[config.mk]
export PLATFORM = sky130hd
export DESIGN_NAME = charger_status_classifier_flat
export DESIGN_NICKNAME = d
export VERILOG_FILES = /design/src/hdl/csc_pkg.sv /design/src/hdl/csc_in_if.sv /design/src/hdl/csc_out_if.sv /design/src/hdl/csc_pin_track.sv /design/src/hdl/charger_status_classifier.sv /design/src/flat_wrapper.sv
export SDC_FILE = /design/constraint.sdc
export NUM_CORES = 1
export LEC_CHECK = 0
export ABC_AREA = 1
export BUFFER_PORTS_ARGS = -buffer_cell sky130_fd_sc_hd__buf_2
export CORE_MARGIN = 2
export CORE_UTILIZATION = 58
export CTS_CLUSTER_SIZE = 20
export DETAILED_ROUTE_END_ITERATION = 12
export PLACE_DENSITY = 0.79
export SLEW_MARGIN = 20
export SYNTH_ARGS = -nofsm -noshare
export SYNTH_HDL_FRONTEND = slang
export SYNTH_SLANG_ARGS = --single-unit
export TNS_END_PERCENT = 20
[constraint.sdc]
create_clock -name clk_i -period 3.1 [get_ports clk_i]
set_clock_uncertainty 0.15 [all_clocks]
set_input_delay 0.62 -clock clk_i [delete_from_list [all_inputs] [get_ports clk_i]]
set_output_delay 0.62 -clock clk_i [all_outputs]
set_load 0.05 [all_outputs]
[src/hdl/csc_pkg.sv]
// ----------------------------------------------------------------------------
// csc_pkg - shared types and constants of the charger status classifier
// Charge state codes, packed status word, per-pin flags, register map.
// ----------------------------------------------------------------------------
`default_nettype none

package csc_pkg;

  localparam int unsigned ELAPSED_W = 16;
  localparam int unsigned CFG_W     = 16;
  localparam int unsigned CFG_IDX_W = 2;

  typedef enum logic [1:0] {
    ST_NO_POWER     = 2'd0,
    ST_CHARGING     = 2'd1,
    ST_FULL         = 2'd2,
    ST_BATT_MISSING = 2'd3
  } charge_state_e;

  typedef enum logic [CFG_IDX_W-1:0] {
    CFG_DETECT_LEVEL = 2'd0,
    CFG_POWER_HOLD   = 2'd1,
    CFG_STABLE_HIGH  = 2'd2,
    CFG_ALT_WINDOW   = 2'd3
  } cfg_index_e;

  localparam logic             RST_DETECT_LEVEL = 1'b1;
  localparam logic [CFG_W-1:0] RST_POWER_HOLD   = 16'd1000;
  localparam logic [CFG_W-1:0] RST_STABLE_HIGH  = 16'd400;
  localparam logic [CFG_W-1:0] RST_ALT_WINDOW   = 16'd1500;

  // bit 5 down to bit 0
  typedef struct packed {
    logic          batt_missing;
    logic          battery_full;
    logic          charging;
    logic          power_good;
    charge_state_e charge_state;
  } status_t;

  typedef struct packed {
    logic in_window;   // seen active within the alternation window
    logic stable;      // active for at least the stable time
  } pin_flags_t;

endpackage

`default_nettype wire

[src/hdl/csc_in_if.sv]
// ----------------------------------------------------------------------------
// csc_in_if - tick request channel
// Pin levels and elapsed time, valid/ready handshake.
// ----------------------------------------------------------------------------
`default_nettype none

interface csc_in_if;
  logic        valid;
  logic        ready;
  logic        detect_level;
  logic        full_level;
  logic [15:0] elapsed_ms;

  modport source (output valid, detect_level, full_level, elapsed_ms, input ready);
  modport sink   (input valid, detect_level, full_level, elapsed_ms, output ready);
endinterface

`default_nettype wire

[src/hdl/csc_out_if.sv]
// ----------------------------------------------------------------------------
// csc_out_if - status result channel
// Classified charge state and flags, valid/ready handshake.
// ----------------------------------------------------------------------------
`default_nettype none

interface csc_out_if;
  logic       valid;
  logic       ready;
  logic [1:0] charge_state;
  logic       power_good;
  logic       charging;
  logic       battery_full;
  logic       batt_missing;
  logic       status_changed;

  modport source (output valid, charge_state, power_good, charging, battery_full,
                  batt_missing, status_changed, input ready);
  modport sink   (input valid, charge_state, power_good, charging, battery_full,
                  batt_missing, status_changed, output ready);
endinterface

`default_nettype wire

[src/hdl/csc_pin_track.sv]
// ----------------------------------------------------------------------------
// csc_pin_track - per-pin age and high-period tracker
// Saturating age since the pin was last active, run length of the current
// active period, and the window / stable flags derived from them.
// ----------------------------------------------------------------------------
`default_nettype none

module csc_pin_track import csc_pkg::*; #(
  parameter int unsigned TIME_BITS = 16
) (
  input  wire logic                 clk_i,
  input  wire logic                 rst_ni,
  input  wire logic                 step_i,
  input  wire logic                 active_i,
  input  wire logic [ELAPSED_W-1:0] elapsed_ms_i,
  input  wire logic [CFG_W-1:0]     stable_high_ms_i,
  input  wire logic [CFG_W-1:0]     window_ms_i,
  output pin_flags_t                flags_o
);

  localparam int unsigned CW = (TIME_BITS > CFG_W) ? TIME_BITS : CFG_W;
  localparam int unsigned SW = CW + 1;
  localparam logic [SW-1:0] AGE_MAX = {{(SW-TIME_BITS){1'b0}}, {TIME_BITS{1'b1}}};

  logic [TIME_BITS-1:0] age_q, age_d, high_q, high_d;
  logic                 ever_q, ever_d, run_q, run_d;
  logic [SW-1:0]        age_sum, high_sum;

  assign age_sum  = SW'(age_q) + SW'(elapsed_ms_i);
  assign high_sum = SW'(high_q) + SW'(elapsed_ms_i);

  always_comb begin
    age_d  = (age_sum > AGE_MAX) ? AGE_MAX[TIME_BITS-1:0] : age_sum[TIME_BITS-1:0];
    high_d = '0;
    ever_d = ever_q;
    run_d  = 1'b0;
    if (active_i) begin
      age_d  = '0;
      ever_d = 1'b1;
      run_d  = 1'b1;
      // a fresh period starts at zero
      if (run_q) begin
        high_d = (high_sum > AGE_MAX) ? AGE_MAX[TIME_BITS-1:0] : high_sum[TIME_BITS-1:0];
      end
    end
  end

  assign flags_o.stable    = run_d && (CW'(high_d) >= CW'(stable_high_ms_i));
  assign flags_o.in_window = ever_d && (CW'(age_d) <= CW'(window_ms_i));

  always_ff @(posedge clk_i or negedge rst_ni) begin
    if (!rst_ni) begin
      age_q  <= '0;
      high_q <= '0;
      ever_q <= 1'b0;
      run_q  <= 1'b0;
    end else if (step_i) begin
      age_q  <= age_d;
      high_q <= high_d;
      ever_q <= ever_d;
      run_q  <= run_d;
    end
  end

endmodule

`default_nettype wire

[src/hdl/charger_status_classifier.sv]
// ----------------------------------------------------------------------------
// charger_status_classifier - charger pin status classifier
// Tracks charger pin activity and classifies no power / charging / full /
// no battery once per tick.
// ----------------------------------------------------------------------------
// Usage:
//   in_ch  : one request per tick with both pin levels and the ms elapsed
//            since the previous tick (0 on the first tick).
//   out_ch : one result per request: charge state, flags and a changed bit
//            against the previous result.
//   cfg    : write-only registers (detect level, power hold, stable time,
//            alternation window), written while the block is idle.
// A result is valid in the cycle after its request is accepted. Throughput is
// one request per cycle unless the receiver stalls: the state update and
// classification sit between the tracker registers and the result register.
// The result register doubles as the stall buffer; in_ch.ready stays high
// while it is empty or being drained, so a stalled receiver holds off only
// the request after the one waiting.
// Reset clears all ages, periods and the last status, and loads the
// register defaults (active-high detect, 1000 / 400 / 1500 ms).
// ----------------------------------------------------------------------------
`default_nettype none

module charger_status_classifier import csc_pkg::*; #(
  parameter int unsigned TIME_BITS = 16
) (
  input  wire logic                 clk_i,
  input  wire logic                 rst_ni,
  csc_in_if.sink                    in_ch,
  csc_out_if.source                 out_ch,
  input  wire logic                 cfg_we_i,
  input  wire logic [CFG_IDX_W-1:0] cfg_index_i,
  input  wire logic [CFG_W-1:0]     cfg_wdata_i
);

  localparam int unsigned CW = (TIME_BITS > CFG_W) ? TIME_BITS : CFG_W;
  localparam int unsigned SW = CW + 1;
  localparam logic [SW-1:0] AGE_MAX = {{(SW-TIME_BITS){1'b0}}, {TIME_BITS{1'b1}}};

  // configuration
  logic             det_level_q;
  logic [CFG_W-1:0] hold_ms_q, stable_ms_q, window_ms_q;

  always_ff @(posedge clk_i or negedge rst_ni) begin
    if (!rst_ni) begin
      det_level_q <= RST_DETECT_LEVEL;
      hold_ms_q   <= RST_POWER_HOLD;
      stable_ms_q <= RST_STABLE_HIGH;
      window_ms_q <= RST_ALT_WINDOW;
    end else if (cfg_we_i) begin
      case (cfg_index_e'(cfg_index_i))
        CFG_DETECT_LEVEL: det_level_q <= cfg_wdata_i[0];
        CFG_POWER_HOLD:   hold_ms_q   <= cfg_wdata_i;
        CFG_STABLE_HIGH:  stable_ms_q <= cfg_wdata_i;
        CFG_ALT_WINDOW:   window_ms_q <= cfg_wdata_i;
        default: ;
      endcase
    end
  end

  // handshake
  logic out_valid_q;
  logic accept;

  assign in_ch.ready = !out_valid_q || out_ch.ready;
  assign accept      = in_ch.valid && in_ch.ready;

  logic det_high, full_on;
  assign det_high = (in_ch.detect_level == det_level_q);
  assign full_on  = in_ch.full_level;

  pin_flags_t det_flags, full_flags;

  csc_pin_track #(.TIME_BITS(TIME_BITS)) u_det (
    .clk_i,
    .rst_ni,
    .step_i           (accept),
    .active_i         (det_high),
    .elapsed_ms_i     (in_ch.elapsed_ms),
    .stable_high_ms_i (stable_ms_q),
    .window_ms_i      (window_ms_q),
    .flags_o          (det_flags)
  );

  csc_pin_track #(.TIME_BITS(TIME_BITS)) u_full (
    .clk_i,
    .rst_ni,
    .step_i           (accept),
    .active_i         (full_on),
    .elapsed_ms_i     (in_ch.elapsed_ms),
    .stable_high_ms_i (stable_ms_q),
    .window_ms_i      (window_ms_q),
    .flags_o          (full_flags)
  );

  // power age: any active pin counts as power
  logic [TIME_BITS-1:0] power_age_q, power_age_d;
  logic                 power_seen_q, power_seen_d;
  logic [SW-1:0]        power_sum;

  assign power_sum = SW'(power_age_q) + SW'(in_ch.elapsed_ms);

  always_comb begin
    if (det_high || full_on) begin
      power_age_d = '0;
    end else if (power_sum > AGE_MAX) begin
      power_age_d = AGE_MAX[TIME_BITS-1:0];
    end else begin
      power_age_d = power_sum[TIME_BITS-1:0];
    end
    power_seen_d = power_seen_q || det_high || full_on;
  end

  // classification
  logic    pwr, nobat;
  status_t status_d;

  assign pwr   = power_seen_d && (CW'(power_age_d) <= CW'(hold_ms_q));
  assign nobat = pwr && det_flags.in_window && full_flags.in_window &&
                 !det_flags.stable && !full_flags.stable;

  always_comb begin
    if (!pwr) begin
      status_d.charge_state = ST_NO_POWER;
    end else if (nobat) begin
      status_d.charge_state = ST_BATT_MISSING;
    end else if (full_flags.stable) begin
      status_d.charge_state = ST_FULL;
    end else begin
      status_d.charge_state = ST_CHARGING;
    end
    status_d.power_good   = pwr;
    status_d.charging     = (status_d.charge_state == ST_CHARGING) ||
                            (status_d.charge_state == ST_BATT_MISSING);
    status_d.battery_full = (status_d.charge_state == ST_FULL);
    status_d.batt_missing = nobat;
  end

  status_t last_status_q;
  status_t status_q;
  logic    changed_q;

  always_ff @(posedge clk_i or negedge rst_ni) begin
    if (!rst_ni) begin
      power_age_q   <= '0;
      power_seen_q  <= 1'b0;
      last_status_q <= '0;
      out_valid_q   <= 1'b0;
    end else begin
      if (accept) begin
        power_age_q   <= power_age_d;
        power_seen_q  <= power_seen_d;
        last_status_q <= status_d;
        out_valid_q   <= 1'b1;
      end else if (out_ch.ready) begin
        out_valid_q   <= 1'b0;
      end
    end
  end

  always_ff @(posedge clk_i) begin
    if (accept) begin
      status_q  <= status_d;
      changed_q <= (status_d != last_status_q);
    end
  end

  assign out_ch.valid          = out_valid_q;
  assign out_ch.charge_state   = status_q.charge_state;
  assign out_ch.power_good     = status_q.power_good;
  assign out_ch.charging       = status_q.charging;
  assign out_ch.battery_full   = status_q.battery_full;
  assign out_ch.batt_missing   = status_q.batt_missing;
  assign out_ch.status_changed = changed_q;

  // checks
  a_accept_gives_result: assert property (@(posedge clk_i) disable iff (!rst_ni)
    accept |=> out_valid_q)
    else $error("accepted request produced no result");

  a_changed_vs_last: assert property (@(posedge clk_i) disable iff (!rst_ni)
    accept |=> (changed_q == (status_q != $past(last_status_q))))
    else $error("status_changed disagrees with previous status");

  a_power_seen_sticky: assert property (@(posedge clk_i) disable iff (!rst_ni)
    !$fell(power_seen_q))
    else $error("power_seen cleared outside reset");

  a_active_pin_clears_age: assert property (@(posedge clk_i) disable iff (!rst_ni)
    (accept && (det_high || full_on)) |=> (power_seen_q && (power_age_q == '0)))
    else $error("active pin did not clear power age");

endmodule

`default_nettype wire

[src/flat_wrapper.sv]
// flat-port wrapper written by rule: the top's interface ports become plain ports
module charger_status_classifier_flat import csc_pkg::*;
#(
  parameter int unsigned TIME_BITS = 16
)
  (clk_i, rst_ni, cfg_we_i, cfg_index_i, cfg_wdata_i, in_ch_valid, in_ch_detect_level, in_ch_full_level, in_ch_elapsed_ms, in_ch_ready, out_ch_valid, out_ch_charge_state, out_ch_power_good, out_ch_charging, out_ch_battery_full, out_ch_batt_missing, out_ch_status_changed, out_ch_ready);
  csc_in_if in_ch_i ();
  csc_out_if out_ch_i ();
  input  wire logic clk_i;
  input  wire logic rst_ni;
  input  wire logic cfg_we_i;
  input  wire logic [CFG_IDX_W-1:0] cfg_index_i;
  input  wire logic [CFG_W-1:0] cfg_wdata_i;
  input wire logic [$bits(in_ch_i.valid)-1:0] in_ch_valid;
  input wire logic [$bits(in_ch_i.detect_level)-1:0] in_ch_detect_level;
  input wire logic [$bits(in_ch_i.full_level)-1:0] in_ch_full_level;
  input wire logic [$bits(in_ch_i.elapsed_ms)-1:0] in_ch_elapsed_ms;
  output wire logic [$bits(in_ch_i.ready)-1:0] in_ch_ready;
  output wire logic [$bits(out_ch_i.valid)-1:0] out_ch_valid;
  output wire logic [$bits(out_ch_i.charge_state)-1:0] out_ch_charge_state;
  output wire logic [$bits(out_ch_i.power_good)-1:0] out_ch_power_good;
  output wire logic [$bits(out_ch_i.charging)-1:0] out_ch_charging;
  output wire logic [$bits(out_ch_i.battery_full)-1:0] out_ch_battery_full;
  output wire logic [$bits(out_ch_i.batt_missing)-1:0] out_ch_batt_missing;
  output wire logic [$bits(out_ch_i.status_changed)-1:0] out_ch_status_changed;
  input wire logic [$bits(out_ch_i.ready)-1:0] out_ch_ready;
  assign in_ch_i.valid = in_ch_valid;
  assign in_ch_i.detect_level = in_ch_detect_level;
  assign in_ch_i.full_level = in_ch_full_level;
  assign in_ch_i.elapsed_ms = in_ch_elapsed_ms;
  assign in_ch_ready = in_ch_i.ready;
  assign out_ch_valid = out_ch_i.valid;
  assign out_ch_charge_state = out_ch_i.charge_state;
  assign out_ch_power_good = out_ch_i.power_good;
  assign out_ch_charging = out_ch_i.charging;
  assign out_ch_battery_full = out_ch_i.battery_full;
  assign out_ch_batt_missing = out_ch_i.batt_missing;
  assign out_ch_status_changed = out_ch_i.status_changed;
  assign out_ch_i.ready = out_ch_ready;
  charger_status_classifier #(.TIME_BITS(TIME_BITS)) u_core (.clk_i(clk_i), .rst_ni(rst_ni), .in_ch(in_ch_i), .out_ch(out_ch_i), .cfg_we_i(cfg_we_i), .cfg_index_i(cfg_index_i), .cfg_wdata_i(cfg_wdata_i));
endmodule
==> impl_metrics.py, run 1 <==
metrics = {
    "final_layout": {
        "fin_nets": 2211,
        "drive_gt1_frac": 0.274,
        "antennaDiodeCount": 0,
        "layout_commonest_cell": "nand2_1",
        "fin_util": 0.795,
        "most-common-layout-cells": "467 x nand2_1, 301 x buf_4, 216 x inv_1",
        "area_growth_pct": 33.9,
    },
    "setup_path": {
        "rrSetupSlack_ns": -1.00,
        "path_class": "input port to register",
        "reg2regPathDepth": 28,
        "cp-start-kind": "input port",
        "required_ns": 3.14,
        "path_delay_family": "simple AND/OR/NAND/NOR gates",
        "worstPathArrival_ns": 4.20,
        "critPathBufInv": 7,
        "rr_startpoint": "u_core.u_full.high_q[0]$_DFFE_PN0P_",
        "path_max_fanout": 8,
        "r2r_end": "u_core.out_ch.status_changed$_DFFE_PP_",
        "critPathLaunch": "in_ch_elapsed_ms[1]",
        "crit_slowest_cell": "fa_2",
        "crit_path_max_incr_delay_ns": 0.40,
        "endpoint_kind": "register",
        "cp_num_cells": 25,
    },
    "yosys": {
        "synth_edf_count": 7,
        "synth_area_sq_um": 12100,
        "yosysTopAreaCell": "dfrtp_1",
        "synth.net_count": 1866,
        "ys.flop_type": "dfrtp_1",
        "syn_inst": 1660,
        "yosysWarnings": 0,
        "syn_area_per_cell_sq_um": 7.27,
        "synth_async_sr_flop_share": 0.953,
        "synth-seq-cells": 148,
        "synth.area.top_cells": "dfrtp_1 26%, ha_1 17%, nand2_1 15%",
        "yosysSeqAreaShare": 0.312,
        "ys_types": 46,
        "yosysTopAreaCellShare": 0.257,
    },
    "timing": {
        "rsz0062_at_grt": "true",
        "slew_headroom": 0.310,
        "holdWs_ns": 0.328,
        "fin_tns_setup_ns": -10.30,
        "setup_ws_ns": -1.07,
        "fmax_mhz": 240,
        "setup_viol": 13,
        "period_share": 1.34,
        "min_period_ns": 4.17,
        "finalHoldViolCount": 0,
        "slew_violations": 0,
        "worst_pin_slew_ns": 1.03,
    },
    "cts": {
        "htreeDepth": 4,
        "clock_latency_ns": 0.44,
        "cts_made_buffers": 17,
        "clk_path_buf_depth": 2,
        "cts-root-buf": "clkbuf_16",
        "clk_pin_slew_ns": 0.07,
        "cts_tree": "yes",
        "clkSinkCount": 148,
    },
    "global_route": {
        "grt_pass1_vias": 12999,
        "overflow": 0,
        "grt_pass1_wl_um": 65000,
        "grt_use_total": 0.376,
        "antenna_found_initial": 1,
        "grt_max_degree": 137,
    },
    "worst_hold_path": {
        "timing.hold.worst_path_depth": 3,
        "hp-class": "input port to register",
        "min-delay-start": "cfg_wdata_i[2]",
        "hold_end": "u_core.window_ms_q[2]$_DFFE_PN1P_",
    },
    "floorplanning": {
        "coreArea_sq_um": 20300,
        "dieArea_sq_um": 22000,
        "rows": 52,
        "initial_utilization": 0.594,
        "die_height_um": 148,
        "die_width_um": 148,
        "io_pins": 50,
    },
    "detailed_routing": {
        "ant_nets": 0,
        "drc": 0,
        "vias_per_cell": 5.87,
        "drtIter0Drc": 1834,
        "vias": 13437,
        "wire_per_inst_um": 18.6,
        "wl_um": 42700,
        "dr.pass1.iters": 8,
    },
    "run_status": {
        "status": "finished with violations",
        "failed_checks": "negative setup slack",
    },
    "pwr": {
        "p_leak_uw": 0.00888,
        "power_density_nw_per_um2": 811,
        "power_uw": 13100,
        "ir_drop_mv": 0.492,
    },
    "placed_design": {
        "place_congestion": 0.962,
        "dp_hpwl_um": 28600,
        "io_buffers": 49,
    },
    "run": {
        "max_cap_viol_count": 0,
    },
}
[final cells by class]
| type | instances | area [sq um] |
|---|---|---|
| Clock inverter | 14 | 193 |
| Tap cell | 270 | 338 |
| Clock buffer | 18 | 429 |
| Timing Repair Buffer | 362 | 2720 |
| Inverter | 230 | 872 |
| Multi-Input combinational cell | 1246 | 7840 |
| Fill cell | 1244 | 4150 |
| Sequential cell | 148 | 3760 |
[sequential cells by signal, summed over array words and instances, names as in the netlist, 6 cells and up]
register,flops
u_core.hold_ms_q,16
u_core.last_status_q,6
u_core.power_age_q,16
u_core.stable_ms_q,16
u_core.u_det.age_q,16
u_core.u_det.high_q,16
u_core.u_full.age_q,16
u_core.u_full.high_q,16
u_core.window_ms_q,16
[through the flow]
stage | instance area, sq um | instances | worst slack, ns
2_1_floorplan | 12300 | 1660 | -0.570
6_report | 16100 | 2288 | -1.07
3_5_place_dp | 15000 | 2236 | -1.49
4_1_cts | 15800 | 2277 | -0.815
5_1_grt | 16100 | 2288 | -1.23
3_3_place_gp | 15000 | 2236 | -1.45
[report_power, final]
group / switching, uW / internal (uW) / total (uW) / leakage (uW)
logic: 4580 / 3500 / 8090 / 0.00674
clock network: 968 / 1300 / 2260 / 0.000301
registers: 297 / 2450 / 2740 / 0.00184
total: 5850 / 7250 / 13100 / 0.00888
[Yosys cell counts (3+ instances only)]
library cell  instances
a21oi_2              15
dfrtp_1             124
a211oi_1              3
a31oi_1               3
a21oi_1             140
ha_1                160
o31ai_1               8
o21bai_2              3
xnor2_1              24
a21o_1                9
o21ai_1              21
nand3_2               5
xor2_1               21
o21bai_1              6
clkbuf_1             24
fa_1                  5
o21a_1                7
buf_2                 7
nor2_1               71
o21ai_0             131
nor3_1               21
o21ai_2               4
nand4_1              13
nand3_1              63
inv_1               227
nand2_1             491
nor4_1                4
edfxtp_1              7
dfstp_2              17
[per-layer routing]
metal | share of wire | up-vias | global-route usage | wire length (um)
met5 | 0 | - | 0 | 0
met4 | 0.057 | 0 | 0.152 | 2420
met3 | 0.099 | 227 | 0.0794 | 4220
met2 | 0.45 | 860 | 0.606 | 19200
met1 | 0.39 | 6209 | 0.498 | 16800
li1 | - | 6141 | - | -
[cell families after synthesis]
logic type / after synthesis / synth area share
AOI/OAI and AO/OA: 356 / 0.166
xor gates and xnor gates: 45 / 0.0327
and+or+nand+nor: 679 / 0.230
adders and majority gates: 165 / 0.174
DFF: 148 / 0.312
buffers and inverters: 267 / 0.0859
[worst max path at each step]
| stage | endpoint | slack (ns) |
|---|---|---|
| 6_report | u_core.out_ch.status_changed$_DFFE_PP_ | -1.07 |
| 5_1_grt | u_core.out_ch.status_changed$_DFFE_PP_ | -1.23 |
| 4_1_cts | u_core.out_ch.status_changed$_DFFE_PP_ | -0.82 |
| 3_5_place_dp | u_core.out_ch.status_changed$_DFFE_PP_ | -1.49 |
| 3_3_place_gp | u_core.out_ch.status_changed$_DFFE_PP_ | -1.45 |
| 2_1_floorplan | u_core.out_ch.status_changed$_DFFE_PP_ | -0.57 |
[what timing repair did]
action | 4_1_cts | 5_1_grt
gates cloned | 1 | 0
resized for setup | 40 | 62
endpoints found under the setup margin | 13 | 13
setup buffers | 7 | 11
hold buffers | 1 | 0
pin swaps | 24 | 28
hold endpoints to repair | 28 | 0
[worst reg2reg max path, delay by kind of cell (launching register included)]
family          cells  cell delay [ns]
compound gates      3             0.57
fa+ha+maj           3             0.72
buf+inv             5             0.45
flops               1             0.40
simple gates       17             1.59
Note: power is estimated with default switching activity, not from simulation.
==> inputs of run 2 (changes only) <==
--- a/config.mk
+++ b/config.mk
@@ -8,10 +8,11 @@
 export ABC_AREA = 1
 export BUFFER_PORTS_ARGS = -buffer_cell sky130_fd_sc_hd__buf_2
 export CORE_MARGIN = 2
-export CORE_UTILIZATION = 58
+export CORE_UTILIZATION = 63
+export CTS_CLUSTER_DIAMETER = 120
 export CTS_CLUSTER_SIZE = 20
 export DETAILED_ROUTE_END_ITERATION = 12
-export PLACE_DENSITY = 0.79
+export PLACE_DENSITY = 0.81
 export SLEW_MARGIN = 20
 export SYNTH_ARGS = -nofsm -noshare
 export SYNTH_HDL_FRONTEND = slang
==> constraint.sdc (replaced) <==
create_clock -name clk_i -period 5.4 [get_ports clk_i]
set_clock_uncertainty 0.15 [all_clocks]
set_input_delay 1.08 -clock clk_i [delete_from_list [all_inputs] [get_ports clk_i]]
set_output_delay 1.08 -clock clk_i [all_outputs]
set_load 0.05 [all_outputs]
==> impl_metrics.py, run 2 (synthesized netlist as in run 1, its figures left out) <==
metrics = {
    "timing": {
        "holdWs_ns": 0.316,
        "worst_pin_slew_ns": 1.03,
        "slew_violations": 0,
        "slew_headroom": 0.309,
        "setup_viol": 0,
        "rsz0062_at_grt": "false",
        "period_share": 0.871,
        "setup_ws_ns": 0.697,
        "fin_tns_setup_ns": 0,
        "finalHoldViolCount": 0,
        "min_period_ns": 4.70,
        "fmax_mhz": 213,
    },
    "final_layout": {
        "area_growth_pct": 8.71,
        "drive_gt1_frac": 0.0863,
        "antennaDiodeCount": 0,
        "most-common-layout-cells": "490 x nand2_1, 227 x inv_1, 160 x ha_1",
        "fin_nets": 1908,
        "layout_commonest_cell": "nand2_1",
    },
    "detailed_routing": {
        "drc": 0,
        "vias": 11124,
        "dr.pass1.iters": 5,
        "drtIter0Drc": 839,
        "wire_per_inst_um": 16.8,
        "vias_per_cell": 5.71,
        "ant_nets": 0,
        "wl_um": 32800,
    },
    "floorplanning": {
        "dieArea_sq_um": 20300,
        "rows": 50,
        "coreArea_sq_um": 18800,
        "die_height_um": 142,
        "die_width_um": 142,
        "io_pins": 50,
        "initial_utilization": 0.643,
    },
    "pwr": {
        "p_int_uw": 3200,
        "power_density_nw_per_um2": 453,
        "power_uw": 5950,
        "ir_drop_mv": 0.314,
        "p_sw_uw": 2750,
        "p_leak_uw": 0.00730,
        "swShare": 0.462,
        "clockPowerShare": 0.204,
        "seq_power_share": 0.266,
        "pwr-share-comb": 0.530,
    },
    "setup_path": {
        "cp-start-kind": "input port",
        "worstPathArrival_ns": 4.75,
        "cp_common_cell": "nand2_1",
        "path_max_fanout": 5,
        "required_ns": 5.45,
        "crit_slowest_cell": "fa_1",
        "crit_path_max_incr_delay_ns": 0.38,
        "endpoint_kind": "register",
        "path_class": "input port to register",
        "critPathBufInv": 4,
        "path_delay_family": "simple AND/OR/NAND/NOR gates",
    },
    "placed_design": {
        "place_congestion": 0.960,
        "io_buffers": 49,
        "pre_cts_ws_ns": 0.374,
        "dp_hpwl_um": 24800,
    },
    "global_route": {
        "grt_pass1_vias": 10420,
        "grt_use_total": 0.337,
        "grt_max_degree": 81,
        "grt_pass1_wl_um": 52600,
        "overflow": 0,
        "antenna_found_initial": 0,
    },
    "cts": {
        "clk_pin_slew_ns": 0.07,
        "hold_buffers": 0,
        "cts_resized": 0,
        "clock_latency_ns": 0.44,
        "cts-root-buf": "clkbuf_16",
        "htreeDepth": 4,
        "postCtsSetupRepairBufs": 0,
        "cts_tree": "yes",
        "clk_path_buf_depth": 2,
        "clkSinkCount": 148,
        "cts_made_buffers": 17,
    },
    "run": {
        "max_cap_viol_count": 0,
    },
    "run_status": {
        "status": "finished clean",
    },
    "worst_hold_path": {
        "hp-class": "register to register",
    },
}
run 2: power by group through the flow:
| stage | combinational [uW] | sequential, uW | clock [uW] |
|---|---|---|---|
| finish | 3150 | 1580 | 1210 |
| global route | 3570 | 1610 | 1270 |
| CTS | 3110 | 1570 | 1220 |
| detailed placement | 3060 | 1590 | 0 |
| global placement | 2990 | 1580 | 0 |
| floorplan | 2330 | 1590 | 0 |
run 2: final cells by class:
| type | count | area (sq um) |
|---|---|---|
| inverter | 230 | 866 |
| sequential | 148 | 3760 |
| multi-input combinational | 1245 | 7280 |
| tap | 234 | 293 |
| clock inverter | 14 | 158 |
| timing repair buffer | 60 | 334 |
| clock buffer | 18 | 429 |
| fill | 1586 | 5650 |
run 2: per-layer routing:
layer  track usage  share of wire  vias up
li1              -              -     5541
met2         0.538           0.44      370
met4         0.113          0.034        0
met5             0              0        -
met1         0.467           0.45     5149
met3        0.0575          0.070       64
run 2: worst min-delay path: stages, from the launching register on:
cell and delay [ns]:
dfrtp_1 0.34, inv_1 0.04, nand2_1 0.05
run 2: worst paths after layout:
path,startpoint,endpoint,slack (ns),cells past startpoint
setup / recovery,in_ch_elapsed_ms[0],u_core.out_ch.status_changed$_DFFE_PP_,0.70,26
hold / removal,u_core.u_det.ever_q$_DFFE_PN0P_,u_core.u_det.ever_q$_DFFE_PN0P_,0.32,2
setup reg to reg,u_core.u_full.high_q[0]$_DFFE_PN0P_,u_core.out_ch.status_changed$_DFFE_PP_,1.20,25
hold reg to reg,u_core.u_det.ever_q$_DFFE_PN0P_,u_core.u_det.ever_q$_DFFE_PN0P_,0.32,2
max in group asynchronous,rst_ni,u_core.window_ms_q[14]$_DFFE_PN0P_,3.57,2
min in group asynchronous,rst_ni,u_core.u_full.high_q[7]$_DFFE_PN0P_,0.43,1
run 2: through the flow:
step | util | instance area [sq um] | std cells
after floorplan | - | 12100 | 1660
after global placement | 0.668 | 12500 | 1917
after detailed placement | 0.668 | 12500 | 1917
after CTS | 0.699 | 13100 | 1949
after global routing | 0.699 | 13100 | 1949
final | 0.699 | 13100 | 1949
==> inputs of run 3 (changes only) <==
--- a/config.mk
+++ b/config.mk
@@ -6,7 +6,7 @@
 export NUM_CORES = 1
 export LEC_CHECK = 0
 export ABC_AREA = 1
-export BUFFER_PORTS_ARGS = -buffer_cell sky130_fd_sc_hd__buf_2
+export BUFFER_PORTS_ARGS = -buffer_cell sky130_fd_sc_hd__buf_4
 export CORE_MARGIN = 2
 export CORE_UTILIZATION = 63
 export CTS_CLUSTER_DIAMETER = 120
==> impl_metrics.py, run 3 (synthesized netlist as in run 1, its figures left out) <==
metrics = {
    "cts": {
        "cts_made_buffers": 17,
        "clk_pin_slew_ns": 0.07,
        "postCtsSetupRepairBufs": 0,
        "cts_resized": 0,
        "cts_tree": "yes",
        "htreeDepth": 4,
        "clk_path_buf_depth": 2,
        "hold_buffers": 0,
        "clock_latency_ns": 0.44,
        "clkSinkCount": 148,
        "cts-root-buf": "clkbuf_16",
    },
    "global_route": {
        "grt_max_degree": 80,
        "grt_use_total": 0.344,
        "antenna_found_initial": 0,
        "overflow": 0,
        "grt_pass1_vias": 10759,
        "grt_pass1_wl_um": 54000,
    },
    "setup_path": {
        "cp-start-kind": "input port",
        "path_max_fanout": 16,
        "endpoint_kind": "register",
        "required_ns": 5.45,
        "path_class": "input port to register",
        "worstPathArrival_ns": 4.90,
    },
    "final_layout": {
        "multiInputGateArea_sq_um": 7280,
        "layout_commonest_cell": "nand2_1",
        "fin_nets": 1906,
        "most-common-layout-cells": "490 x nand2_1, 227 x inv_1, 160 x ha_1",
        "area_growth_pct": 9.51,
        "antennaDiodeCount": 0,
        "fillCellCount": 1563,
        "drive_gt1_frac": 0.0852,
        "final-seq-area_sq_um": 3760,
    },
    "detailed_routing": {
        "vias": 11285,
        "vias_per_cell": 5.80,
        "drc": 0,
        "drtIter0Drc": 855,
        "dr.pass1.iters": 6,
        "wl_um": 33800,
        "ant_nets": 0,
        "wire_per_inst_um": 17.4,
    },
    "timing": {
        "fin_tns_setup_ns": 0,
        "setup_ws_ns": 0.550,
        "min_period_ns": 4.85,
        "slew_violations": 0,
        "fmax_mhz": 206,
        "worst_pin_slew_ns": 1.07,
        "period_share": 0.898,
        "finalHoldViolCount": 0,
        "rsz0062_at_grt": "false",
        "slew_headroom": 0.287,
        "setup_viol": 0,
    },
    "floorplanning": {
        "initial_utilization": 0.643,
        "die_width_um": 142,
        "io_pins": 50,
        "dieArea_sq_um": 20300,
        "rows": 50,
        "die_height_um": 142,
        "coreArea_sq_um": 18800,
    },
    "pwr": {
        "p_int_uw": 3170,
        "swShare": 0.468,
        "p_sw_uw": 2790,
        "ir_drop_mv": 0.302,
        "power_density_nw_per_um2": 451,
        "power_uw": 5960,
        "clockPowerShare": 0.200,
        "p_leak_uw": 0.00733,
        "seq_power_share": 0.266,
        "pwr-share-comb": 0.534,
    },
    "run_status": {
        "status": "finished clean",
    },
    "run": {
        "max_cap_viol_count": 0,
    },
    "placed_design": {
        "pre_cts_ws_ns": 0.220,
        "io_buffers": 49,
        "dp_hpwl_um": 25700,
        "place_congestion": 0.979,
    },
    "worst_hold_path": {
        "hp-class": "register to register",
    },
}
-- run 3: final cells by class --
cell class              count  area share
multi-input cells        1245       0.551
flip-flops and latches    148       0.285
well taps                 234      0.0222
repair buffers             58      0.0332
clock inverters            14      0.0113
clock buffers              18      0.0325
inverters                 230      0.0655
-- run 3: worst paths after layout --
kind,startpoint,end,slack [ns],cells past startpoint
setup / recovery,in_ch_elapsed_ms[1],u_core.out_ch.status_changed$_DFFE_PP_,0.55,27
hold / removal,u_core.u_det.ever_q$_DFFE_PN0P_,u_core.u_det.ever_q$_DFFE_PN0P_,0.33,2
setup reg to reg,u_core.u_det.high_q[0]$_DFFE_PN0P_,u_core.out_ch.status_changed$_DFFE_PP_,1.10,27
hold reg to reg,u_core.u_det.ever_q$_DFFE_PN0P_,u_core.u_det.ever_q$_DFFE_PN0P_,0.33,2
max in group asynchronous,rst_ni,u_core.last_status_q[5]$_DFFE_PN0P_,3.66,2
min in group asynchronous,rst_ni,u_core.u_full.high_q[14]$_DFFE_PN0P_,0.39,1
-- run 3: per-layer routing --
metal  global-route usage  vias to the layer above  wire length [um]
met5                    0                        -                 0
met4                0.132                        0              1330
met3               0.0673                       74              2770
met2                0.546                      394             14900
met1                0.469                     5272             14900
li1                     -                     5545                 -
-- run 3: worst max-delay path: stages --
cell and delay (ns):
buf_4 0.15, inv_1 0.31, fa_1 0.29, inv_1 0.06, nand3_1 0.07, nand2_1 0.11
nand4_1 0.10, nand2_1 0.09, nand3_1 0.09, nand3_2 0.11, a21oi_4 0.44, nand3_2 0.16
nand2_1 0.10, inv_1 0.05, ha_1 0.31, a21oi_1 0.15, o21ai_0 0.12, a21oi_1 0.16
nand3_1 0.13, nand2_1 0.15, inv_1 0.06, nor2_1 0.17, nand3_1 0.15, nand2_1 0.08
nand2_1 0.05, nor2_1 0.09, nand2_1 0.06
-- run 3: stage by stage --
| step | cell area (sq um) | utilization | std cells | hold slack (ns) |
|---|---|---|---|---|
| floorplan | 12100 | - | 1660 | 0.285 |
| global placement | 12600 | 0.673 | 1915 | 0.302 |
| detailed placement | 12600 | 0.673 | 1915 | 0.314 |
| CTS | 13200 | 0.704 | 1947 | 0.329 |
| global route | 13200 | 0.704 | 1947 | 0.347 |
| finish | 13200 | 0.704 | 1947 | 0.329 |
-- run 3: power by group through the flow --
stage                     clock network (uW)  logic, uW  registers [uW]
final                                   1190       3190            1580
after global routing                    1250       3590            1610
after CTS                               1200       3140            1580
after detailed placement                   0       3100            1590
after global placement                     0       3000            1590
after floorplan                            0       2330            1590
